$ cat config.mk
export PLATFORM = sky130hd
export DESIGN_NAME = intel_hex_stream_decoder
export DESIGN_NICKNAME = d
export VERILOG_FILES = /design/src/hdl/ihex_pkg.sv /design/src/hdl/ihex_in_stage.sv /design/src/hdl/ihex_out_stage.sv /design/src/hdl/ihex_parser.sv /design/src/hdl/intel_hex_stream_decoder.sv
export SDC_FILE = /design/constraint.sdc
export NUM_CORES = 1
export LEC_CHECK = 0
export BUFFER_PORTS_ARGS = -buffer_cell sky130_fd_sc_hd__buf_2
export CAP_MARGIN = 25
export CORE_MARGIN = 3
export CORE_UTILIZATION = 50
export DETAILED_ROUTE_END_ITERATION = 16
export HOLD_SLACK_MARGIN = 0.15
export PLACE_DENSITY = 0.7
export SLEW_MARGIN = 5
export SYNTH_ARGS = -nofsm -noshare
export SYNTH_HDL_FRONTEND = slang
export SYNTH_SLANG_ARGS = --single-unit
$ cat constraint.sdc
create_clock -name clk -period 9.4 [get_ports clk]
set_input_delay 1.41 -clock clk [delete_from_list [all_inputs] [get_ports clk]]
set_output_delay 1.41 -clock clk [all_outputs]
set_load 0.03 [all_outputs]
$ cat src/hdl/ihex_pkg.sv
// Package for the Intel HEX stream decoder.
// Holds the transaction types, record and status codes, parser phases and the hex digit decoder.
// No dependencies.
`timescale 1ns / 1ps

package ihex_pkg;

    typedef struct packed {
        logic [7:0] text_char;
        logic       end_of_text;
    } in_t;

    typedef struct packed {
        logic        kind;
        logic [32:0] byte_address;
        logic [7:0]  byte_value;
        logic [3:0]  status;
        logic [32:0] image_low;
        logic [32:0] image_high;
    } out_t;

    typedef enum logic [4:0] {
        PH_WAIT   = 5'b00001,
        PH_HEADER = 5'b00010,
        PH_DATA   = 5'b00100,
        PH_CHECK  = 5'b01000,
        PH_DONE   = 5'b10000
    } phase_t;

    localparam logic [7:0] CHAR_COLON = 8'h3A;

    localparam logic [7:0] REC_DATA = 8'h00;
    localparam logic [7:0] REC_EOF  = 8'h01;
    localparam logic [7:0] REC_ESA  = 8'h02;
    localparam logic [7:0] REC_ELA  = 8'h04;

    localparam logic [7:0] EXT_LENGTH = 8'd2;

    localparam logic KIND_DATA    = 1'b0;
    localparam logic KIND_SUMMARY = 1'b1;

    localparam logic [3:0] ST_OK         = 4'd0;
    localparam logic [3:0] ST_BAD_HEADER = 4'd1;
    localparam logic [3:0] ST_TRUNC_DATA = 4'd2;
    localparam logic [3:0] ST_NO_CHECK   = 4'd3;
    localparam logic [3:0] ST_CHECKSUM   = 4'd4;
    localparam logic [3:0] ST_BAD_ELA    = 4'd5;
    localparam logic [3:0] ST_BAD_ESA    = 4'd6;
    localparam logic [3:0] ST_NO_DATA    = 4'd7;
    localparam logic [3:0] ST_NO_EOF     = 4'd8;

    localparam logic [32:0] ADDR_ALL_ONES = {33{1'b1}};

    // Returns the digit valid flag in bit 4 and the nibble in bits 3..0.
    function automatic logic [4:0] hex_digit(input logic [7:0] c);
        logic [4:0] r;
        r = 5'b0;
        if (c >= 8'h30 && c <= 8'h39) begin
            r = {1'b1, 4'(c - 8'h30)};
        end else if (c >= 8'h61 && c <= 8'h66) begin
            r = {1'b1, 4'(c - 8'h57)};
        end else if (c >= 8'h41 && c <= 8'h46) begin
            r = {1'b1, 4'(c - 8'h37)};
        end
        return r;
    endfunction

    function automatic logic [3:0] phase_error(input phase_t ph);
        logic [3:0] r;
        case (ph)
            PH_HEADER: r = ST_BAD_HEADER;
            PH_DATA:   r = ST_TRUNC_DATA;
            default:   r = ST_NO_CHECK;
        endcase
        return r;
    endfunction

endpackage

$ cat src/hdl/ihex_in_stage.sv
// Input register of the Intel HEX stream decoder.
// Holds one character transaction until the parser takes it; uses ihex_pkg.
`timescale 1ns / 1ps

module ihex_in_stage (
    input  logic         clk,
    input  logic         rst_n,
    input  logic         char_valid,
    output logic         char_ready,
    input  ihex_pkg::in_t char_data,
    input  logic         take,
    output logic         item_valid,
    output ihex_pkg::in_t item
);
    import ihex_pkg::*;

    logic valid_reg;
    logic valid_next;
    in_t  data_reg;

    assign char_ready = !valid_reg || take;
    assign item_valid = valid_reg;
    assign item       = data_reg;

    always_comb
    begin
        valid_next = valid_reg;
        if (char_valid && char_ready)
        begin
            valid_next = 1'b1;
        end
        else if (take)
        begin
            valid_next = 1'b0;
        end
    end

    always_ff @(posedge clk or negedge rst_n)
    begin
        if (!rst_n)
        begin
            valid_reg <= 1'b0;
        end
        else
        begin
            valid_reg <= valid_next;
        end
    end

    always_ff @(posedge clk)
    begin
        if (char_valid && char_ready)
        begin
            data_reg <= char_data;
        end
    end

endmodule

$ cat src/hdl/ihex_out_stage.sv
// Result register of the Intel HEX stream decoder.
// Holds one result transaction until the consumer takes it; uses ihex_pkg.
`timescale 1ns / 1ps

module ihex_out_stage (
    input  logic          clk,
    input  logic          rst_n,
    input  logic          load,
    input  ihex_pkg::out_t load_data,
    output logic          space,
    output logic          res_valid,
    input  logic          res_ready,
    output ihex_pkg::out_t res_data
);
    import ihex_pkg::*;

    logic valid_reg;
    logic valid_next;
    out_t data_reg;

    assign space     = !valid_reg || res_ready;
    assign res_valid = valid_reg;
    assign res_data  = data_reg;

    always_comb
    begin
        valid_next = valid_reg;
        if (load)
        begin
            valid_next = 1'b1;
        end
        else if (res_ready)
        begin
            valid_next = 1'b0;
        end
    end

    always_ff @(posedge clk or negedge rst_n)
    begin
        if (!rst_n)
        begin
            valid_reg <= 1'b0;
        end
        else
        begin
            valid_reg <= valid_next;
        end
    end

    always_ff @(posedge clk)
    begin
        if (load)
        begin
            data_reg <= load_data;
        end
    end

endmodule

$ cat src/hdl/ihex_parser.sv
// Record parser of the Intel HEX stream decoder.
// Decodes a character per cycle while space is high; tracks record state, base address, image bounds; uses ihex_pkg.
`timescale 1ns / 1ps

module ihex_parser (
    input  logic          clk,
    input  logic          rst_n,
    input  logic          item_valid,
    input  ihex_pkg::in_t  item,
    input  logic          space,
    output logic          take,
    output logic          result_valid,
    output ihex_pkg::out_t result
);
    import ihex_pkg::*;

    phase_t      phase_reg, phase_next;
    logic        nib_valid_reg, nib_valid_next;
    logic [3:0]  nib_reg, nib_next;
    logic [7:0]  len_reg, len_next;
    logic [7:0]  off_hi_reg, off_hi_next;
    logic [7:0]  type_reg, type_next;
    logic [7:0]  sum_reg, sum_next;
    logic [7:0]  cnt_reg, cnt_next;
    logic [15:0] ext_reg, ext_next;
    logic [31:0] base_reg, base_next;
    logic        seen_reg, seen_next;
    logic [32:0] low_reg, low_next;
    logic [32:0] high_reg, high_next;
    logic [32:0] rec_addr_reg, rec_addr_next;
    logic [32:0] rec_end_reg, rec_end_next;
    logic [32:0] dat_addr_reg, dat_addr_next;

    logic [4:0]  digit;
    logic [7:0]  byte_val;
    logic [7:0]  sum_plus;
    logic        summary;
    logic        data_out;
    logic [3:0]  status;

    assign take     = item_valid && space;
    assign digit    = hex_digit(item.text_char);
    assign byte_val = {nib_reg, digit[3:0]};
    assign sum_plus = sum_reg + byte_val;

    always_comb
    begin
        phase_next     = phase_reg;
        nib_valid_next = nib_valid_reg;
        nib_next       = nib_reg;
        len_next       = len_reg;
        off_hi_next    = off_hi_reg;
        type_next      = type_reg;
        sum_next       = sum_reg;
        cnt_next       = cnt_reg;
        ext_next       = ext_reg;
        base_next      = base_reg;
        seen_next      = seen_reg;
        low_next       = low_reg;
        high_next      = high_reg;
        rec_addr_next  = rec_addr_reg;
        rec_end_next   = rec_end_reg;
        dat_addr_next  = dat_addr_reg;
        summary        = 1'b0;
        data_out       = 1'b0;
        status         = ST_OK;

        if (phase_reg == PH_WAIT)
        begin
            if (item.text_char == CHAR_COLON)
            begin
                phase_next     = PH_HEADER;
                nib_valid_next = 1'b0;
                len_next       = 8'd0;
                off_hi_next    = 8'd0;
                type_next      = REC_DATA;
                sum_next       = 8'd0;
                cnt_next       = 8'd0;
                ext_next       = 16'd0;
            end
        end
        else if (phase_reg != PH_DONE)
        begin
            if (!digit[4])
            begin
                status     = phase_error(phase_reg);
                summary    = 1'b1;
                phase_next = PH_DONE;
            end
            else if (!nib_valid_reg)
            begin
                nib_valid_next = 1'b1;
                nib_next       = digit[3:0];
            end
            else
            begin
                nib_valid_next = 1'b0;
                case (phase_reg)
                    PH_HEADER:
                    begin
                        sum_next = sum_plus;
                        cnt_next = cnt_reg + 8'd1;
                        case (cnt_reg[1:0])
                            2'd0: len_next = byte_val;
                            2'd1: off_hi_next = byte_val;
                            2'd2:
                            begin
                                rec_addr_next = {1'b0, base_reg} + {17'd0, off_hi_reg, byte_val};
                                dat_addr_next = rec_addr_next;
                            end
                            default:
                            begin
                                type_next    = byte_val;
                                rec_end_next = rec_addr_reg + {25'd0, len_reg};
                                cnt_next     = 8'd0;
                                phase_next   = (len_reg != 8'd0) ? PH_DATA : PH_CHECK;
                            end
                        endcase
                    end
                    PH_DATA:
                    begin
                        sum_next      = sum_plus;
                        ext_next      = {ext_reg[7:0], byte_val};
                        data_out      = (type_reg == REC_DATA);
                        dat_addr_next = dat_addr_reg + 33'd1;
                        cnt_next      = cnt_reg + 8'd1;
                        if (cnt_next == len_reg)
                        begin
                            phase_next = PH_CHECK;
                        end
                    end
                    default:
                    begin
                        phase_next = PH_WAIT;
                        if (sum_plus != 8'd0)
                        begin
                            status     = ST_CHECKSUM;
                            summary    = 1'b1;
                            phase_next = PH_DONE;
                        end
                        else if (type_reg == REC_DATA)
                        begin
                            if (rec_addr_reg < low_reg)
                            begin
                                low_next = rec_addr_reg;
                            end
                            if (rec_end_reg > high_reg)
                            begin
                                high_next = rec_end_reg;
                            end
                            seen_next = 1'b1;
                        end
                        else if (type_reg == REC_ELA)
                        begin
                            if (len_reg != EXT_LENGTH)
                            begin
                                status     = ST_BAD_ELA;
                                summary    = 1'b1;
                                phase_next = PH_DONE;
                            end
                            else
                            begin
                                base_next = {ext_reg, 16'd0};
                            end
                        end
                        else if (type_reg == REC_ESA)
                        begin
                            if (len_reg != EXT_LENGTH)
                            begin
                                status     = ST_BAD_ESA;
                                summary    = 1'b1;
                                phase_next = PH_DONE;
                            end
                            else
                            begin
                                base_next = {12'd0, ext_reg, 4'd0};
                            end
                        end
                        else if (type_reg == REC_EOF)
                        begin
                            status     = seen_reg ? ST_OK : ST_NO_DATA;
                            summary    = 1'b1;
                            phase_next = PH_DONE;
                        end
                    end
                endcase
            end
        end

        if (item.end_of_text && !summary && phase_next != PH_DONE)
        begin
            if (phase_next == PH_WAIT)
            begin
                status = seen_next ? ST_NO_EOF : ST_NO_DATA;
            end
            else
            begin
                status = phase_error(phase_next);
            end
            summary = 1'b1;
        end
    end

    always_comb
    begin
        result       = '0;
        result_valid = summary || data_out;
        if (summary)
        begin
            result.kind       = KIND_SUMMARY;
            result.status     = status;
            result.image_low  = low_next;
            result.image_high = high_next;
        end
        else
        begin
            result.kind         = KIND_DATA;
            result.byte_address = dat_addr_reg;
            result.byte_value   = byte_val;
        end
    end

    always_ff @(posedge clk or negedge rst_n)
    begin
        if (!rst_n)
        begin
            phase_reg     <= PH_WAIT;
            nib_valid_reg <= 1'b0;
            nib_reg       <= 4'd0;
            len_reg       <= 8'd0;
            off_hi_reg    <= 8'd0;
            type_reg      <= REC_DATA;
            sum_reg       <= 8'd0;
            cnt_reg       <= 8'd0;
            ext_reg       <= 16'd0;
            base_reg      <= 32'd0;
            seen_reg      <= 1'b0;
            low_reg       <= ADDR_ALL_ONES;
            high_reg      <= 33'd0;
        end
        else if (take)
        begin
            if (item.end_of_text)
            begin
                phase_reg     <= PH_WAIT;
                nib_valid_reg <= 1'b0;
                nib_reg       <= 4'd0;
                len_reg       <= 8'd0;
                off_hi_reg    <= 8'd0;
                type_reg      <= REC_DATA;
                sum_reg       <= 8'd0;
                cnt_reg       <= 8'd0;
                ext_reg       <= 16'd0;
                base_reg      <= 32'd0;
                seen_reg      <= 1'b0;
                low_reg       <= ADDR_ALL_ONES;
                high_reg      <= 33'd0;
            end
            else
            begin
                phase_reg     <= phase_next;
                nib_valid_reg <= nib_valid_next;
                nib_reg       <= nib_next;
                len_reg       <= len_next;
                off_hi_reg    <= off_hi_next;
                type_reg      <= type_next;
                sum_reg       <= sum_next;
                cnt_reg       <= cnt_next;
                ext_reg       <= ext_next;
                base_reg      <= base_next;
                seen_reg      <= seen_next;
                low_reg       <= low_next;
                high_reg      <= high_next;
            end
        end
    end

    always_ff @(posedge clk)
    begin
        if (take)
        begin
            rec_addr_reg <= rec_addr_next;
            rec_end_reg  <= rec_end_next;
            dat_addr_reg <= dat_addr_next;
        end
    end

`ifndef NO_ASSERTIONS
    a_eot_resets: assert property (@(posedge clk) disable iff (!rst_n)
        take && item.end_of_text |=> phase_reg == PH_WAIT && !seen_reg && !nib_valid_reg)
        else $error("parser state not cleared after end of text");

    a_data_only_in_data: assert property (@(posedge clk) disable iff (!rst_n)
        take && result_valid && result.kind == KIND_DATA |-> phase_reg == PH_DATA)
        else $error("data byte produced outside the data field");

    a_wait_summary_needs_eot: assert property (@(posedge clk) disable iff (!rst_n)
        take && summary && phase_reg == PH_WAIT |-> item.end_of_text)
        else $error("summary between records without end of text");

    a_bounds_ordered: assert property (@(posedge clk) disable iff (!rst_n)
        seen_reg |-> low_reg <= high_reg)
        else $error("image bounds out of order");
`endif

endmodule

$ cat src/hdl/intel_hex_stream_decoder.sv
// Intel HEX stream decoder: takes one text character per transaction and returns decoded
// data bytes with absolute addresses and one summary per stream. An item can be taken every
// cycle while the result register has space. A result is offered once its character has
// passed the input register and the result register, and char_ready follows res_ready
// within the same cycle.
// Depends on ihex_pkg, ihex_in_stage, ihex_parser and ihex_out_stage.
`timescale 1ns / 1ps

module intel_hex_stream_decoder (
    input  logic          clk,
    input  logic          rst_n,
    input  logic          char_valid,
    output logic          char_ready,
    input  ihex_pkg::in_t  char_data,
    output logic          res_valid,
    input  logic          res_ready,
    output ihex_pkg::out_t res_data
);
    import ihex_pkg::*;

    logic item_valid;
    in_t  item;
    logic take;
    logic space;
    logic result_valid;
    out_t result;

    ihex_in_stage u_in_stage (
        .clk        (clk),
        .rst_n      (rst_n),
        .char_valid (char_valid),
        .char_ready (char_ready),
        .char_data  (char_data),
        .take       (take),
        .item_valid (item_valid),
        .item       (item)
    );

    ihex_parser u_parser (
        .clk          (clk),
        .rst_n        (rst_n),
        .item_valid   (item_valid),
        .item         (item),
        .space        (space),
        .take         (take),
        .result_valid (result_valid),
        .result       (result)
    );

    ihex_out_stage u_out_stage (
        .clk       (clk),
        .rst_n     (rst_n),
        .load      (take && result_valid),
        .load_data (result),
        .space     (space),
        .res_valid (res_valid),
        .res_ready (res_ready),
        .res_data  (res_data)
    );

endmodule
After elaboration in Yosys (flattened, before gate mapping)
Cells that the tools add are included.
{"block": "op_classes", "addsub": 8, "n_lt_le_gt_ge": 8, "eq_ne": 25, "muxes": 152, "bitwise": 2, "reduce_logical": 48}
{"op": "33-bit 2-to-1 mux", "count": 19}
{"op": "32-bit 2-to-1 mux", "count": 12}
{"op": "8-bit 2-to-1 mux", "count": 34}
{"op": "16-bit 2-to-1 mux", "count": 7}
{"op": "5-bit 2-to-1 mux", "count": 17}
{"op": "4-bit 2-to-1 mux", "count": 19}
{"op": "33-bit one-hot mux with 2 select lines", "count": 1}
{"op": "7-bit AND reduction", "count": 6}
{"op": "1-bit 2-to-1 mux", "count": 36}
{"op": "32-bit by 16-bit adder with 33-bit output", "count": 1}
{"op": "33-bit by 1-bit adder with 33-bit output (second input constant)", "count": 1}
{"op": "33-bit by 8-bit adder with 33-bit output", "count": 1}
{"op": "33-bit > comparator", "count": 1}
{"op": "33-bit less-than comparator", "count": 1}
{"op": "3-bit nonzero test", "count": 9}
{"op": "6-bit AND reduction", "count": 3}
{"op": "8-bit by 7-bit >= comparator with 1-bit output (second input constant)", "count": 2}
{"op": "8-bit by 7-bit less-or-equal comparator with 1-bit output (second input constant)", "count": 2}
{"op": "8-bit one-hot mux with 2 select lines", "count": 1}
{"op": "8-bit nonzero test", "count": 2}
{"op": "2-bit inequality test (second input constant)", "count": 6}
{"op": "2-bit nonzero test", "count": 6}
{"op": "5-bit by 1-bit equality test with 1-bit output (second input constant)", "count": 2}
{"op": "5-bit by 2-bit equality test with 1-bit output (second input constant)", "count": 2}
{"op": "other kinds (34)", "count": 52}
{"block": "word_totals", "regBits": 387, "input_bits": 13, "out_inout_bits": 114, "wordCells": 269}

Depth between registers and ports, before layout
Gate-level depths: netlist of the first run.
{"block": "depth", "ltp_word": 20, "ltp_mapped": 21, "ltp_nobuf": 18}

Modules after synthesis
Synthesis of the first run repeated with hierarchy kept, for this count alone.
{"block": "hier_totals", "cells_unflattened": 1887, "hier_area_um2": 20380.8}
{"module": "ihex_parser", "n_inst": 1, "cells_per_inst": 1758, "area_per_inst_um2": 16639.7, "seq_area_each_um2": 7044.3}
{"module": "ihex_out_stage", "n_inst": 1, "cells_per_inst": 115, "area_per_inst_um2": 3410.8, "seq_area_each_um2": 3388.2}
{"module": "ihex_in_stage", "n_inst": 1, "cells_per_inst": 13, "area_per_inst_um2": 324.1, "seq_area_each_um2": 295.3}
{"module": "intel_hex_stream_decoder", "n_inst": 1, "cells_per_inst": 1, "area_per_inst_um2": 6.3, "seq_area_each_um2": 0.0}

Least setup slack after synthesis of the first run
Ideal clock, no wire load.
{"block": "synth_path", "kind": "register to register", "from": "register u_in_stage.data_reg (netlist bit u_in_stage.item[1])", "to": "register u_out_stage.data_reg (netlist bit u_out_stage.res_data[0]) (enable)", "setup_ns": 0.620, "arrival_time_ns": 9.351, "required_time_ns": 8.780, "setup_slack_ns": -0.571, "path_stages_with_launch": 21, "n_path_buf": 2, "synth_period_minus_slack_ns": 9.971, "cell_sequence": "edfxtp_1 > inv_1 > ha_1 > nand2b_1 > a21oi_1 > nor3_1 > a21oi_1 > inv_1 > ha_1 > fa_1 > a211oi_1 > nor2_1 > a211oi_2 > and4b_4 > a31oi_4 > a211oi_4 > o41ai_4 > and2_1 > buf_6 > buf_6 > a21oi_1"}
{"block": "synth_between", "elab_chain_cells": 19, "word_cells_on_any_way": 41, "cone_classes": "4 x add/sub; 6 x order compare; 2 x eq/ne; 20 x mux; 9 x reduce/logical"}
{"item": "start: declaration", "line": "ihex_in_stage.sv:19", "rtl": "in_t data_reg;"}
{"item": "start signal: assignment", "line": "ihex_in_stage.sv:54", "rtl": "data_reg <= char_data;"}
{"item": "8-bit by 7-bit >= comparator with 1-bit output or 8-bit by 7-bit less-or-equal comparator with 1-bit output (tied branches)", "line": "ihex_pkg.sv:62", "rtl": "end else if (c >= 8'h41 && c <= 8'h46) begin"}
{"item": "1-bit logical AND", "line": "ihex_pkg.sv:62"}
{"item": "5-bit 2-to-1 mux", "line": "ihex_pkg.sv:62"}
{"item": "5-bit 2-to-1 mux", "line": "ihex_pkg.sv:60", "rtl": "end else if (c >= 8'h61 && c <= 8'h66) begin"}
{"item": "5-bit 2-to-1 mux *", "line": "ihex_pkg.sv:58", "rtl": "if (c >= 8'h30 && c <= 8'h39) begin"}
{"item": "net u_parser.digit[0]", "line": "ihex_parser.sv:34", "rtl": "logic [4:0] digit;"}
{"item": "8-bit adder *", "line": "ihex_parser.sv:44", "rtl": "assign sum_plus = sum_reg + byte_val;"}
{"item": "8-bit nonzero test *", "line": "ihex_parser.sv:135", "rtl": "if (sum_plus != 8'd0)"}
{"item": "parallel branches: the longest is 9 deep, another holds 5-bit 2-to-1 mux"}
{"item": "1-bit 2-to-1 mux *", "line": "ihex_parser.sv:190", "rtl": "if (item.end_of_text && !summary && phase_next != PH_DONE)"}
{"item": "1-bit logical OR *", "line": "ihex_parser.sv:207", "rtl": "result_valid = summary || data_out;"}
{"item": "1-bit logical AND *", "line": "intel_hex_stream_decoder.sv:53", "rtl": ".load (take && result_valid),"}
{"item": "net u_out_stage.load", "line": "ihex_out_stage.sv:8", "rtl": "input logic load,"}
{"item": "end signal: assignment", "line": "ihex_out_stage.sv:54", "rtl": "data_reg <= load_data;"}
{"item": "end: declaration", "line": "ihex_out_stage.sv:19", "rtl": "out_t data_reg;"}
Mark *: on every way through the listed nets, which the timed path passes.
A chain may end at the register's enable or synchronous reset.

Final worst setup path of the first run
{"block": "layout_path", "from": "register u_in_stage.data_reg (netlist bit u_in_stage.item[1])", "to": "register u_parser.low_reg[9]"}
{"block": "layout_between", "elab_chain_cells": 14, "word_cells_on_any_way": 24, "cone_classes": "4 x add/sub; 6 x order compare; 10 x mux; 4 x reduce/logical"}
{"item": "8-bit by 7-bit >= comparator with 1-bit output or 8-bit by 7-bit less-or-equal comparator with 1-bit output (tied branches)", "line": "ihex_pkg.sv:62"}
{"item": "1-bit logical AND", "line": "ihex_pkg.sv:62"}
{"item": "5-bit 2-to-1 mux", "line": "ihex_pkg.sv:62"}
{"item": "5-bit 2-to-1 mux", "line": "ihex_pkg.sv:60"}
{"item": "5-bit 2-to-1 mux *", "line": "ihex_pkg.sv:58"}
{"item": "net u_parser.digit[0]", "line": "ihex_parser.sv:34"}
{"item": "8-bit adder *", "line": "ihex_parser.sv:44"}
{"item": "8-bit nonzero test *", "line": "ihex_parser.sv:135"}
{"item": "33-bit 2-to-1 mux *", "line": "ihex_parser.sv:135"}
{"item": "33-bit 2-to-1 mux *", "line": "ihex_parser.sv:98", "rtl": "case (phase_reg)"}
{"item": "33-bit 2-to-1 mux *", "line": "ihex_parser.sv:90", "rtl": "else if (!nib_valid_reg)"}
{"item": "33-bit 2-to-1 mux *", "line": "ihex_parser.sv:84", "rtl": "if (!digit[4])"}
{"item": "33-bit 2-to-1 mux *", "line": "ihex_parser.sv:82", "rtl": "else if (phase_reg != PH_DONE)"}
{"item": "33-bit 2-to-1 mux *", "line": "ihex_parser.sv:68", "rtl": "if (phase_reg == PH_WAIT)"}
{"item": "33-bit 2-to-1 mux *", "line": "ihex_parser.sv:243", "rtl": "if (item.end_of_text)"}
{"item": "end signal: assignment", "line": "ihex_parser.sv:272", "rtl": "low_reg <= low_next;"}
{"item": "end: declaration", "line": "ihex_parser.sv:28", "rtl": "logic [32:0] low_reg, low_next;"}
The timed path passes the listed nets; every way through them passes the cells marked *.

==> reports/results.md, run 1 <==
| Group | Metric | This run |
|:---|:---|:---|
| sta | F_max | 167 MHz |
| floorplan | Row count | 72 |
| power | P per Cell Area | 265 nW/um^2 |
| routing | Starting DRC count in detailed routing | 965 |
| routing | Overall routed net length | 47.3 mm |
| finish | Design Area, Final | 22700 sq um |
| synthesis | Net count after synthesis | 1969 |
| grt | Tot GR Track Use | 22.4% |
| power | Worst voltage drop across the vdd grid | 0.223 mV |
| critical path | CP Launch Type | register |
| run | Number of max-cap violations | 0 |
| sta | Post-route clock skew | 21.2 ps |
| sta | Post-route setup slack | 3410 ps |
| grt | Number of global-route vias before repair | 14100 |
| clock network | Clock Sinks | 383 |
| clock network | Number of CTS-inserted buffers | 41 |
| outcome | Result of the run | completed |
| floorplan | Area of the placeable core | 39300 sq um |
| place | Dpl cell area | 21300 sq um |
| min path | Hold worst-path end | u_parser.off_hi_reg[5]$_DFFE_PN0P_ |
| critical path | Startpoint of the lowest-slack register-to-register path | u_in_stage.item[1]$_DFFE_PP_ |
| grt | Total congestion overflow after global routing | 0 |
| routing | Vias per cell | 5.72 |
| synthesis | Number of different library cells in the post-synthesis netlist | 88 |
| sta | Final slew viol count | 0 |
| finish | Final net count | 2074 |
| critical path | Slack of the worst reg-to-reg path | 3410 ps |
| sta | Worst relative slew slack | 36.2% |
| place | HPWL after detailed placement | 33.2 mm |
| floorplan | Die width | 207 um |
| min path | Hold path start | u_parser.off_hi_reg[5]$_DFFE_PN0P_ |
| floorplan | Top-level port count | 127 |
| finish | Relative area change from synthesis to final layout | 12.8% |
| sta | RSZ-0062 raised after global routing | no |
| critical path | Worst R2R End | u_parser.low_reg[9]$_DFFE_PN1P_ |
| synthesis | Top flip-flop cell by instance count after synthesis | sky130_fd_sc_hd__edfxtp_1 |
| synthesis | Sequential cell area fraction in the yosys report | 53.2% |
| place | Cell Count Post-Placement | 2427 |
| synthesis | Share of synthesized flip-flops with an asynchronous set or reset | 42.6% |
| finish | Max FFs per register | 112 |
| routing | Number of iterations in the first detailed-routing pass | 5 |
| clock network | Clock latency at the later pin of the worst-skew pair | 550 ps |
| sta | Total of endpoints with negative setup slack in the final report | 0 |
| routing | Number of DRC violations after detailed routing | 0 |
| critical path | Cell with the largest stage delay on the worst path | sky130_fd_sc_hd__o211a_4 |
| min path | Instance count along the most critical hold path | 2 |
| synthesis | Count of flip-flops with a built-in enable after synthesis | 220 |
| clock network | Number of buffers inserted to repair setup after CTS | 0 |
| routing | Antenna Nets Post-Route | 0 |
| floorplan | Area of the die | 42800 sq um |
| clock network | Level count of the clock H-tree | 2 |
| synthesis | Cell area after technology mapping | 20200 sq um |
| synthesis | Gate count of the mapped netlist | 1851 |
| sta | Minimum clock period after layout | 5990 ps |
| finish | Antenna diode count | 0 |
| critical path | Highest fanout seen on the critical path | 90 |
| critical path | Data arrival time of the critical path | 6450 ps |
| synthesis | Synthesis-stage register bit count | 383 |
| clock network | Clock root buffer | sky130_fd_sc_hd__clkbuf_16 |
| clock network | Buffer depth of the longest clock path | 3 |
| synthesis | Most area-hungry cell type in the Yosys netlist | sky130_fd_sc_hd__edfxtp_1 |
| synthesis | Cells taking the most area after synthesis | sky130_fd_sc_hd__edfxtp_1, sky130_fd_sc_hd__dfrtp_1, sky130_fd_sc_hd__ha_1 |
| clock network | Number of hold-repair buffers added at the cts stage | 0 |
| clock network | Cells resized by post-CTS repair | 0 |
| critical path | Number of cells on the worst reg-to-reg path | 18 |
| grt | Global-route wire length before repair | 76.3 mm |
| sta | Final period util | 63.7% |
| min path | Worst hold path type | reg -> reg |
| power | Leakage | 9.53 nW |
| synthesis | Share of Yosys cell area claimed by the top area cell type | 32.8% |
| finish | Non-filler instance count after layout | 2507 |
| routing | Count of vias placed by the detailed router | 14300 |
| grt | Antenna violations before repair | 0 |
| synthesis | Average footprint of a synthesized cell | 10.9 sq um |
| critical path | Category of the most critical setup path | reg -> reg |
| place | Count of buffers inserted at the top-level ports | 126 |
| grt | Pin count of the biggest net entering global routing | 113 |
| finish | Fraction of final layout cells sized beyond drive strength 1 | 16.4% |
| critical path | Sort of element at the end of the critical path | register |
| finish | Post-layout util | 57.9% |
| sta | Total Neg Setup Slack | 0 ps |
| sta | Final Hold Viols | 0 |
| place | RD Place Congestion | 0.897 |
| synthesis | YS warnings | 0 |
| critical path | Required @ worst endpoint | 9850 ps |
| sta | Worst-Margin Slew | 957 ps |
| clock network | TritonCTS clock tree | yes |
| place | Post-placement worst setup slack | 3620 ps |
| clock network | Clock slew at reported path FFs | 60 ps |
| floorplan | Initial core utilization | 51.3% |
| critical path | Ordered cell list for the critical path | inv_1 > ha_1 > nand2b_1 > a21oi_1 > nor3_1 > a21oi_1 > inv_1 > ha_1 > fa_1 > a211oi_1 > nor2_1 > a211oi_2 > and4b_4 > and4b_1 > o211a_4 > nand2_1 > o22ai_1 > a22oi_1 |
| floorplan | Die height | 207 um |
| routing | WL/cell | 18.9 um |
| critical path | Largest stage delay on the critical path | 760 ps |
cells in the final DEF, fill, tap and decap left out, types with 7 or more instances in the layout:
| cell type | netlist | layout |
|---|---|---|
| sky130_fd_sc_hd__a21o_1 | 22 | 22 |
| sky130_fd_sc_hd__a21oi_1 | 80 | 78 |
| sky130_fd_sc_hd__a22o_1 | 33 | 33 |
| sky130_fd_sc_hd__a22oi_1 | 22 | 22 |
| sky130_fd_sc_hd__and2_1 | 10 | 9 |
| sky130_fd_sc_hd__and3_1 | 61 | 61 |
| sky130_fd_sc_hd__and4_1 | 8 | 8 |
| sky130_fd_sc_hd__buf_2 | 20 | 125 |
| sky130_fd_sc_hd__buf_4 | 6 | 17 |
| sky130_fd_sc_hd__bufinv_16 | 0 | 7 |
| sky130_fd_sc_hd__clkbuf_1 | 55 | 9 |
| sky130_fd_sc_hd__clkbuf_16 | 0 | 43 |
| sky130_fd_sc_hd__dfrtp_1 | 129 | 129 |
| sky130_fd_sc_hd__dfstp_2 | 34 | 34 |
| sky130_fd_sc_hd__edfxtp_1 | 220 | 220 |
| sky130_fd_sc_hd__ha_1 | 102 | 102 |
| sky130_fd_sc_hd__inv_1 | 99 | 99 |
| sky130_fd_sc_hd__mux2_2 | 33 | 33 |
| sky130_fd_sc_hd__mux2i_1 | 40 | 40 |
| sky130_fd_sc_hd__nand2_1 | 194 | 194 |
| sky130_fd_sc_hd__nand2b_1 | 10 | 10 |
| sky130_fd_sc_hd__nand3_1 | 34 | 34 |
| sky130_fd_sc_hd__nand4_1 | 30 | 30 |
| sky130_fd_sc_hd__nor2_1 | 172 | 170 |
| sky130_fd_sc_hd__nor2_4 | 9 | 9 |
| sky130_fd_sc_hd__nor2b_1 | 18 | 18 |
| sky130_fd_sc_hd__nor3_1 | 22 | 22 |
| sky130_fd_sc_hd__o21a_1 | 12 | 12 |
| sky130_fd_sc_hd__o21ai_0 | 96 | 94 |
| sky130_fd_sc_hd__o21ai_1 | 8 | 7 |
| sky130_fd_sc_hd__o22a_1 | 11 | 11 |
| sky130_fd_sc_hd__o22ai_1 | 22 | 22 |
| sky130_fd_sc_hd__o31ai_1 | 20 | 20 |
| sky130_fd_sc_hd__xnor2_1 | 56 | 56 |
| sky130_fd_sc_hd__xor2_1 | 47 | 47 |
kinds of logic after synthesis:
kind of cell	after synthesis	synth area share, %
XOR/XNOR	104	4.59
multiplexers	73	3.83
adder cells (fa/ha/maj)	105	6.63
AND/OR/NAND/NOR	610	14.9
buffers and inverters	189	4.02
AO/OA/AOI/OAI	387	12.9
flip-flops	383	53.2
critical path, delay by kind of cell (launching register included):
kind / cells / cell delay [ps]
DFF: 1 / 460
adders and majority gates: 3 / 890
buffers and inverters: 2 / 240
and+or+nand+nor: 6 / 1690
AOI/OAI and AO/OA: 7 / 2540
power by group:
group	internal, mW	switching [mW]
registers	2.23	0.133
clock network	1.04	0.666
logic	0.550	1.40
total	3.82	2.19
per-stage QoR:
step	hold slack (ps)	total power, mW
4_1_cts	488	6.05
6_report	485	6.02
5_1_grt	511	6.31
3_5_place_dp	475	4.33
3_3_place_gp	462	4.30
2_1_floorplan	446	3.80
cells in the mapped netlist (all sizes together), types with 6 or more instances:
| library cell | number |
|---|---|
| o22ai | 22 |
| a211oi | 11 |
| edfxtp | 220 |
| a22oi | 22 |
| buf | 33 |
| nor2b | 18 |
| mux2 | 33 |
| clkbuf | 55 |
| nand2 | 195 |
| o22a | 11 |
| nor2 | 181 |
| or2 | 9 |
| xor2 | 47 |
| a31oi | 7 |
| inv | 101 |
| ha | 102 |
| nor4 | 6 |
| and2 | 11 |
| xnor2 | 56 |
| nor3 | 22 |
| nand3 | 34 |
| and3 | 61 |
| a21oi | 82 |
| o31ai | 22 |
| nand4 | 30 |
| and4 | 8 |
| dfrtp | 129 |
| mux2i | 40 |
| o21a | 12 |
| nand2b | 10 |
| a22o | 33 |
| dfstp | 34 |
| a21o | 22 |
| o21ai | 105 |
how the worst max path moves through the flow:
stage	start	slack, ps	endpoint	cells past startpoint
final	u_in_stage.item[1]$_DFFE_PP_	3410	u_parser.low_reg[9]$_DFFE_PN1P_	18
after global routing	u_in_stage.item[1]$_DFFE_PP_	3020	u_parser.low_reg[10]$_DFFE_PN1P_	18
after CTS	u_in_stage.item[1]$_DFFE_PP_	3530	u_parser.low_reg[9]$_DFFE_PN1P_	18
after detailed placement	u_in_stage.item[1]$_DFFE_PP_	3620	u_parser.low_reg[9]$_DFFE_PN1P_	18
after global placement	u_in_stage.item[1]$_DFFE_PP_	3880	u_parser.low_reg[1]$_DFFE_PN1P_	18
after floorplan	u_in_stage.item[1]$_DFFE_PP_	1740	u_out_stage.res_data[0]$_SDFFCE_PN0P_	20
layout make-up:
class | instances | area [sq um]
Sequential cell | 383 | 10700
Fill cell | 3270 | 16500
Clock inverter | 23 | 305
Tap cell | 518 | 648
Multi-Input combinational cell | 1279 | 8680
Inverter | 101 | 379
Clock buffer | 53 | 1120
Timing Repair Buffer | 150 | 881
routing by layer:
layer | global-route usage [%] | part of all wire, % | vias up
li1 | - | - | 6877
met1 | 31.0 | 44 | 7002
met2 | 37.6 | 48 | 382
met3 | 3.23 | 5.5 | 70
met4 | 5.39 | 1.9 | 0
met5 | 0 | 0 | -
Power figures use the tool's default switching activity.
==> run 2: changes to the inputs <==
Clock period 9.4 ns to 5.1 ns, I/O delays scaled along.
==> reports/results.md, run 2 (synthesis gave the netlist of run 1 again) <==
| Group | Metric | This run | Change |
|:---|:---|:---|:---|
| outcome | Result of the run | completed | unchanged |
| clock network | Buffer depth of the longest clock path | 3 | unchanged |
| floorplan | Area of the placeable core | 39300 sq um | unchanged |
| place | HPWL after detailed placement | 34.9 mm | was 33.2 mm |
| power | P per Cell Area | 481 nW/um^2 | was 265 nW/um^2 |
| critical path | CP Launch Type | register | unchanged |
| finish | Commonest non-fill, non-tap cells in the layout | sky130_fd_sc_hd__edfxtp_1, sky130_fd_sc_hd__nand2_1, sky130_fd_sc_hd__nor2_1 | unchanged |
| grt | Met1 global-route usage | 30.8% | was 31.0% |
| critical path | Data arrival time of the critical path | 5150 ps | was 6450 ps |
| floorplan | Area of the die | 42800 sq um | unchanged |
| sta | Worst relative slew slack | 28.7% | was 36.2% |
| grt | Pin count of the biggest net entering global routing | 104 | was 113 |
| critical path | Startpoint of the lowest-slack register-to-register path | u_in_stage.item[2]$_DFFE_PP_ | was u_in_stage.item[1]$_DFFE_PP_ |
| min path | Worst hold path type | in -> reg | was reg -> reg |
| sta | Total Neg Setup Slack | 0 ps | unchanged |
| finish | Most common cell after layout, fill and taps aside | sky130_fd_sc_hd__edfxtp_1 | unchanged |
| grt | Global-route wire length before repair | 76.9 mm | was 76.3 mm |
| routing | WL/cell | 19.3 um | was 18.9 um |
| sta | Minimum clock period after layout | 4870 ps | was 5990 ps |
| clock network | Clock Sinks | 383 | unchanged |
| place | Dpl cell area | 21500 sq um | was 21300 sq um |
| sta | Final period util | 95.4% | was 63.7% |
| finish | Final net count | 2091 | was 2074 |
| sta | RSZ-0062 raised after global routing | no | unchanged |
| power | Leakage | 9.59 nW | was 9.53 nW |
| critical path | Worst setup path startpoint | u_in_stage.item[2]$_DFFE_PP_ | was u_in_stage.item[1]$_DFFE_PP_ |
| power | Worst voltage drop across the vdd grid | 0.512 mV | was 0.223 mV |
| grt | Fraction of met2 tracks used by global routing | 37.4% | was 37.6% |
| place | RD Place Congestion | 0.871 | was 0.897 |
| floorplan | Die height | 207 um | unchanged |
| grt | Antenna violations before repair | 0 | unchanged |
| critical path | Highest fanout seen on the critical path | 32 | was 90 |
| clock network | Number of buffers inserted to repair setup after CTS | 0 | unchanged |
| routing | Number of iterations in the first detailed-routing pass | 6 | was 5 |
| min path | Hold path start | char_data[1] | was u_parser.off_hi_reg[5]$_DFFE_PN0P_ |
| critical path | Sort of element at the end of the critical path | register | unchanged |
| clock network | Clock slew at reported path FFs | 60 ps | about the same |
| sta | F_max | 205 MHz | was 167 MHz |
| clock network | Clock root buffer | sky130_fd_sc_hd__clkbuf_16 | unchanged |
| finish | Relative area change from synthesis to final layout | 13.4% | was 12.8% |
| power | PnR Total Power | 11.0 mW | was 6.02 mW |
| floorplan | Top-level port count | 127 | unchanged |
| routing | Starting DRC count in detailed routing | 1083 | was 965 |
| routing | Vias per cell | 5.76 | was 5.72 |
| clock network | Clock latency at the later pin of the worst-skew pair | 550 ps | about the same |
| clock network | Number of CTS-inserted buffers | 41 | unchanged |
| sta | Final slew viol count | 0 | unchanged |
| routing | Antenna Nets Post-Route | 0 | unchanged |
| floorplan | Initial core utilization | 51.3% | unchanged |
| floorplan | Die width | 207 um | unchanged |
| sta | Worst-Margin Slew | 1040 ps | was 957 ps |
| sta | Final Hold Viols | 0 | unchanged |
| clock network | Level count of the clock H-tree | 2 | unchanged |
| finish | Filler cells | 3241 | was 3270 |
| routing | Overall routed net length | 48.7 mm | was 47.3 mm |
| routing | Count of vias placed by the detailed router | 14500 | was 14300 |
| finish | Design Area, Final | 22900 sq um | was 22700 sq um |
| place | Count of buffers inserted at the top-level ports | 126 | unchanged |
| sta | Post-route clock skew | 16.9 ps | was 21.2 ps |
| critical path | Category of the most critical setup path | reg -> reg | unchanged |
| sta | Total of endpoints with negative setup slack in the final report | 0 | unchanged |
| routing | Number of DRC violations after detailed routing | 0 | unchanged |
| finish | Max FFs per register | 112 | unchanged |
| grt | Met3 demand-to-capacity share in global routing | 3.73% | was 3.23% |
| grt | Tot GR Track Use | 22.7% | was 22.4% |
| run | Number of max-cap violations | 0 | unchanged |
| grt | Layer carrying the most global-route usage | met2 | unchanged |
| finish | Post-layout util | 58.2% | was 57.9% |
| finish | Antenna diode count | 0 | unchanged |
| floorplan | Row count | 72 | unchanged |
| grt | Total congestion overflow after global routing | 0 | unchanged |
| critical path | Required @ worst endpoint | 5390 ps | was 9850 ps |
| grt | Number of global-route vias before repair | 14100 | about the same |
| finish | Fraction of final layout cells sized beyond drive strength 1 | 17.5% | was 16.4% |
| clock network | TritonCTS clock tree | yes | unchanged |
==> run 2: through the flow <==
step / hold WS, ps / worst slack, ps / instances
after floorplan: 446 / -811 / 1851
after global placement: 464 / 510 / 2443
after detailed placement: 473 / 258 / 2444
after CTS: 373 / 218 / 2520
after global routing: 375 / 49.6 / 2524
final: 392 / 234 / 2524
==> run 2: layout make-up <==
class                   count  area (sq um)  share of cell area, %
multi-input cells        1279          8740                   38.2
clock inverters            25           210                  0.920
repair buffers            167          1040                   4.54
flip-flops and latches    383         10700                   46.9
inverters                 101           379                   1.66
well taps                 518           648                   2.84
clock buffers              51          1120                   4.88
==> run 2: final timing paths <==
path,to,slack [ps],depth (start not counted)
worst max-delay path,u_out_stage.res_data[4]$_SDFFCE_PN0P_,230,19
worst min-delay path,u_in_stage.item[1]$_DFFE_PP_,390,1
worst max register to register,u_out_stage.res_data[4]$_SDFFCE_PN0P_,230,19
worst min register to register,u_parser.type_reg[6]$_DFFE_PN0P_,480,2
max in group asynchronous,u_parser.cnt_reg[5]$_DFFE_PN0P_,3320,4
min in group asynchronous,u_parser.base_reg[28]$_DFFE_PN0P_,680,2
==> run 2: timing repair <==
item,CTS,global route
setup endpoints to repair,0,127
hold buffers,0,1
endpoints found under the hold margin,0,34
gates resized for setup,0,3
==> run 2: layer usage <==
layer	vias to the layer above	part of all wire, %
met2	448	47
met1	7082	43
met4	0	3.1
met5	-	0
li1	6899	-
met3	102	6.7
==> run 2: power breakdown <==
group	internal (mW)	total [mW]	switching, mW
Sequential	4.11	4.38	0.266
Clock	1.71	2.95	1.24
Combinational	1.09	3.68	2.58
Total	6.92	11.0	4.09
==> run 2: worst max-delay path, stage by stage, from the launching register on <==
cell,delay (ps)
sky130_fd_sc_hd__edfxtp_1,470
sky130_fd_sc_hd__inv_1,100
sky130_fd_sc_hd__ha_2,180
sky130_fd_sc_hd__nand2b_1,140
sky130_fd_sc_hd__o21ai_2,220
sky130_fd_sc_hd__nor3_1,90
sky130_fd_sc_hd__a21oi_1,220
sky130_fd_sc_hd__inv_1,170
sky130_fd_sc_hd__ha_4,210
sky130_fd_sc_hd__fa_2,360
sky130_fd_sc_hd__a211oi_2,260
sky130_fd_sc_hd__nor2_1,90
sky130_fd_sc_hd__a211oi_2,230
sky130_fd_sc_hd__and4b_4,360
sky130_fd_sc_hd__nand2_4,100
sky130_fd_sc_hd__or2_1,340
sky130_fd_sc_hd__a211oi_4,370
sky130_fd_sc_hd__buf_12,290
sky130_fd_sc_hd__mux2i_1,350
sky130_fd_sc_hd__nor2_4,40
==> run 3: changes to the inputs <==
Settings changed: CORE_MARGIN 3 to 8.
==> reports/results.md, run 3 (synthesis gave the netlist of run 1 again) <==
| Group | Metric | This run | Change |
|:---|:---|:---|:---|
| power | Internal power summed over all cells | 6.85 mW | was 6.92 mW |
| finish | Filler cells | 3320 | was 3241 |
| finish | Register area | 10700 sq um | unchanged |
| grt | Number of global-route vias before repair | 14100 | about the same |
| sta | Worst relative slew slack | 37.1% | was 28.7% |
| power | Power spent charging and discharging nets | 4.01 mW | was 4.09 mW |
| clock network | Clock root buffer | sky130_fd_sc_hd__clkbuf_16 | unchanged |
| floorplan | Initial core utilization | 50.8% | was 51.3% |
| floorplan | Die height | 217 um | was 207 um |
| power | PnR Total Power | 10.9 mW | was 11.0 mW |
| sta | Worst-Margin Slew | 920 ps | was 1040 ps |
| power | Sw Ratio | 36.9% | was 37.1% |
| sta | Final slew viol count | 0 | unchanged |
| outcome | Result of the run | completed | unchanged |
| routing | Starting DRC count in detailed routing | 1302 | was 1083 |
| place | RD Place Congestion | 0.901 | was 0.871 |
| finish | Max FFs per register | 112 | unchanged |
| finish | Relative area change from synthesis to final layout | 13.2% | was 13.4% |
| sta | Minimum clock period after layout | 4880 ps | was 4870 ps |
| clock network | Level count of the clock H-tree | 2 | unchanged |
| clock network | Clock slew at reported path FFs | 60 ps | about the same |
| grt | Global-route wire length before repair | 77.0 mm | was 76.9 mm |
| critical path | Category of the most critical setup path | reg -> reg | unchanged |
| finish | Final net count | 2089 | was 2091 |
| finish | Area of the multi-input gates | 8740 sq um | about the same |
| grt | Pin count of the biggest net entering global routing | 86 | was 104 |
| critical path | Largest stage delay on the critical path | 470 ps | about the same |
| power | Leakage | 9.57 nW | was 9.59 nW |
| critical path | Startpoint of the lowest-slack register-to-register path | u_in_stage.item[2]$_DFFE_PP_ | unchanged |
| power | Share of total power in combinational logic | 33.5% | was 33.4% |
| routing | Antenna Nets Post-Route | 0 | unchanged |
| clock network | Clock Sinks | 383 | unchanged |
| routing | WL/cell | 19.1 um | was 19.3 um |
| sta | Final period util | 95.7% | was 95.4% |
| place | Dpl cell area | 21500 sq um | about the same |
| sta | Final Hold Viols | 0 | unchanged |
| sta | Total of endpoints with negative setup slack in the final report | 0 | unchanged |
| min path | Worst hold path type | in -> async | was in -> reg |
| floorplan | Top-level port count | 127 | unchanged |
| clock network | Number of hold-repair buffers added at the cts stage | 0 | unchanged |
| critical path | Sort of element at the end of the critical path | register | unchanged |
| sta | RSZ-0062 raised after global routing | no | unchanged |
| routing | Count of vias placed by the detailed router | 14400 | was 14500 |
| clock network | Number of CTS-inserted buffers | 41 | unchanged |
| power | P per Cell Area | 476 nW/um^2 | was 481 nW/um^2 |
| routing | Overall routed net length | 48.4 mm | was 48.7 mm |
| clock network | Clock latency at the later pin of the worst-skew pair | 550 ps | about the same |
| power | Sequential share of power | 40.2% | was 39.8% |
| power | Clock network fraction of total power | 26.3% | was 26.8% |
| grt | Antenna violations before repair | 0 | unchanged |
| clock network | TritonCTS clock tree | yes | unchanged |
| power | Worst voltage drop across the vdd grid | 0.532 mV | was 0.512 mV |
| critical path | Worst R2R End | u_out_stage.res_data[5]$_SDFFCE_PN0P_ | was u_out_stage.res_data[4]$_SDFFCE_PN0P_ |
| critical path | Gate family responsible for the most delay along the worst path | compound AO/OA/AOI/OAI gates | unchanged |
| finish | Most common cell after layout, fill and taps aside | sky130_fd_sc_hd__edfxtp_1 | unchanged |
| finish | Design Area, Final | 22800 sq um | was 22900 sq um |
| critical path | CP Launch Type | register | unchanged |
| floorplan | Die width | 217 um | was 207 um |
| critical path | Required @ worst endpoint | 5390 ps | about the same |
| place | Count of buffers inserted at the top-level ports | 126 | unchanged |
| routing | Number of iterations in the first detailed-routing pass | 5 | was 6 |
| floorplan | Row count | 73 | was 72 |
| grt | Tot GR Track Use | 20.1% | was 22.7% |
| place | HPWL after detailed placement | 35.5 mm | was 34.9 mm |
| grt | Total congestion overflow after global routing | 0 | unchanged |
| finish | Antenna diode count | 0 | unchanged |
| critical path | Slack of the worst reg-to-reg path | 220 ps | was 230 ps |
| critical path | Cell with the largest stage delay on the worst path | sky130_fd_sc_hd__edfxtp_1 | unchanged |
| critical path | Highest fanout seen on the critical path | 32 | unchanged |
| finish | Fraction of final layout cells sized beyond drive strength 1 | 17.4% | was 17.5% |
| sta | F_max | 205 MHz | about the same |
| routing | Number of DRC violations after detailed routing | 0 | unchanged |
| critical path | Number of cells on the worst reg-to-reg path | 19 | unchanged |
| critical path | Sum of buffers and inverters on the critical path | 3 | unchanged |
| sta | Post-route clock skew | 17.7 ps | was 16.9 ps |
| critical path | Ordered cell list for the critical path | inv_1 > ha_2 > nand2b_1 > o21ai_2 > nor3_1 > o21ai_0 > o21a_1 > inv_1 > ha_1 > a211oi_2 > nor2_1 > a211oi_2 > and4b_4 > nand2_4 > or2_1 > a211oi_4 > buf_12 > mux2i_1 > nor2_4 | was inv_1 > ha_2 > nand2b_1 > o21ai_2 > nor3_1 > a21oi_1 > inv_1 > ha_4 > fa_2 > a211oi_2 > nor2_1 > a211oi_2 > and4b_4 > nand2_4 > or2_1 > a211oi_4 > buf_12 > mux2i_1 > nor2_4 |
| critical path | Data arrival time of the critical path | 5170 ps | was 5150 ps |
| clock network | Buffer depth of the longest clock path | 3 | unchanged |
| floorplan | Area of the placeable core | 39700 sq um | was 39300 sq um |
| routing | Vias per cell | 5.70 | was 5.76 |
| finish | Commonest non-fill, non-tap cells in the layout | sky130_fd_sc_hd__edfxtp_1, sky130_fd_sc_hd__nand2_1, sky130_fd_sc_hd__nor2_1 | unchanged |
| run | Number of max-cap violations | 0 | unchanged |
| floorplan | Area of the die | 47000 sq um | was 42800 sq um |
==> run 3: cell types whose count changed in the layout (fill, tap and decap cells not counted), moves of 2 or more <==
cell                         change
sky130_fd_sc_hd__buf_4           -2
sky130_fd_sc_hd__clkbuf_4        +3
sky130_fd_sc_hd__clkinv_2        -2
sky130_fd_sc_hd__clkinvlp_4      -2
sky130_fd_sc_hd__bufinv_16       -2
sky130_fd_sc_hd__clkbuf_1        +3
sky130_fd_sc_hd__buf_12          +2
==> run 3: metrics by stage <==
stage	hold WS [ps]	TNS (ps)	utilization (%)	worst slack, ps	cells
after floorplan	446	-90830	-	-811	1851
after CTS	327	0	57.3	148	2526
after global placement	464	0	54.0	302	2449
final	296	0	57.4	218	2529
after global routing	361	0	57.4	18.3	2529
after detailed placement	474	0	54.1	190	2450
==> run 3: worst max path at each step <==
stage                                             from                               endpoint  cells after the start
final                     u_in_stage.item[2]$_DFFE_PP_  u_out_stage.res_data[5]$_SDFFCE_PN0P_                     19
after global routing      u_in_stage.item[2]$_DFFE_PP_  u_out_stage.res_data[5]$_SDFFCE_PN0P_                     19
after CTS                 u_in_stage.item[1]$_DFFE_PP_  u_out_stage.res_data[5]$_SDFFCE_PN0P_                     17
after detailed placement  u_in_stage.item[1]$_DFFE_PP_  u_out_stage.res_data[5]$_SDFFCE_PN0P_                     17
after global placement    u_in_stage.item[1]$_DFFE_PP_  u_out_stage.res_data[2]$_SDFFCE_PN0P_                     17
after floorplan           u_in_stage.item[1]$_DFFE_PP_  u_out_stage.res_data[0]$_SDFFCE_PN0P_                     20
==> run 3: repair_timing <==
action,4_1_cts,5_1_grt
setup endpoints to repair,0,147
setup buffers,0,2
resized for setup,0,4
==> run 3: layout make-up <==
cell class                      count  area share, %
Clock buffer                       58           5.10
Clock inverter                     18          0.532
Inverter                          101           1.66
Multi-Input combinational cell   1279           38.3
Sequential cell                   383           47.0
Tap cell                          525           2.88
Timing Repair Buffer              165           4.49
==> run 3: power by group through the flow <==
stage / sequential (mW) / clock, mW / combinational (mW)
after floorplan: 5.16 / 0 / 1.84
after detailed placement: 4.42 / 0 / 3.63
final: 4.37 / 2.86 / 3.64
after CTS: 4.37 / 2.91 / 3.63
after global placement: 4.42 / 0 / 3.55
after global routing: 4.42 / 3.03 / 3.93
==> run 3: metal layers <==
| metal | up-vias | global-route usage (%) | share of wire, % |
|---|---|---|---|
| li1 | 6896 | - | - |
| met1 | 7081 | 27.0 | 44 |
| met2 | 369 | 33.8 | 48 |
| met3 | 80 | 2.95 | 5.3 |
| met4 | 0 | 5.75 | 2.3 |
| met5 | - | 0 | 0 |
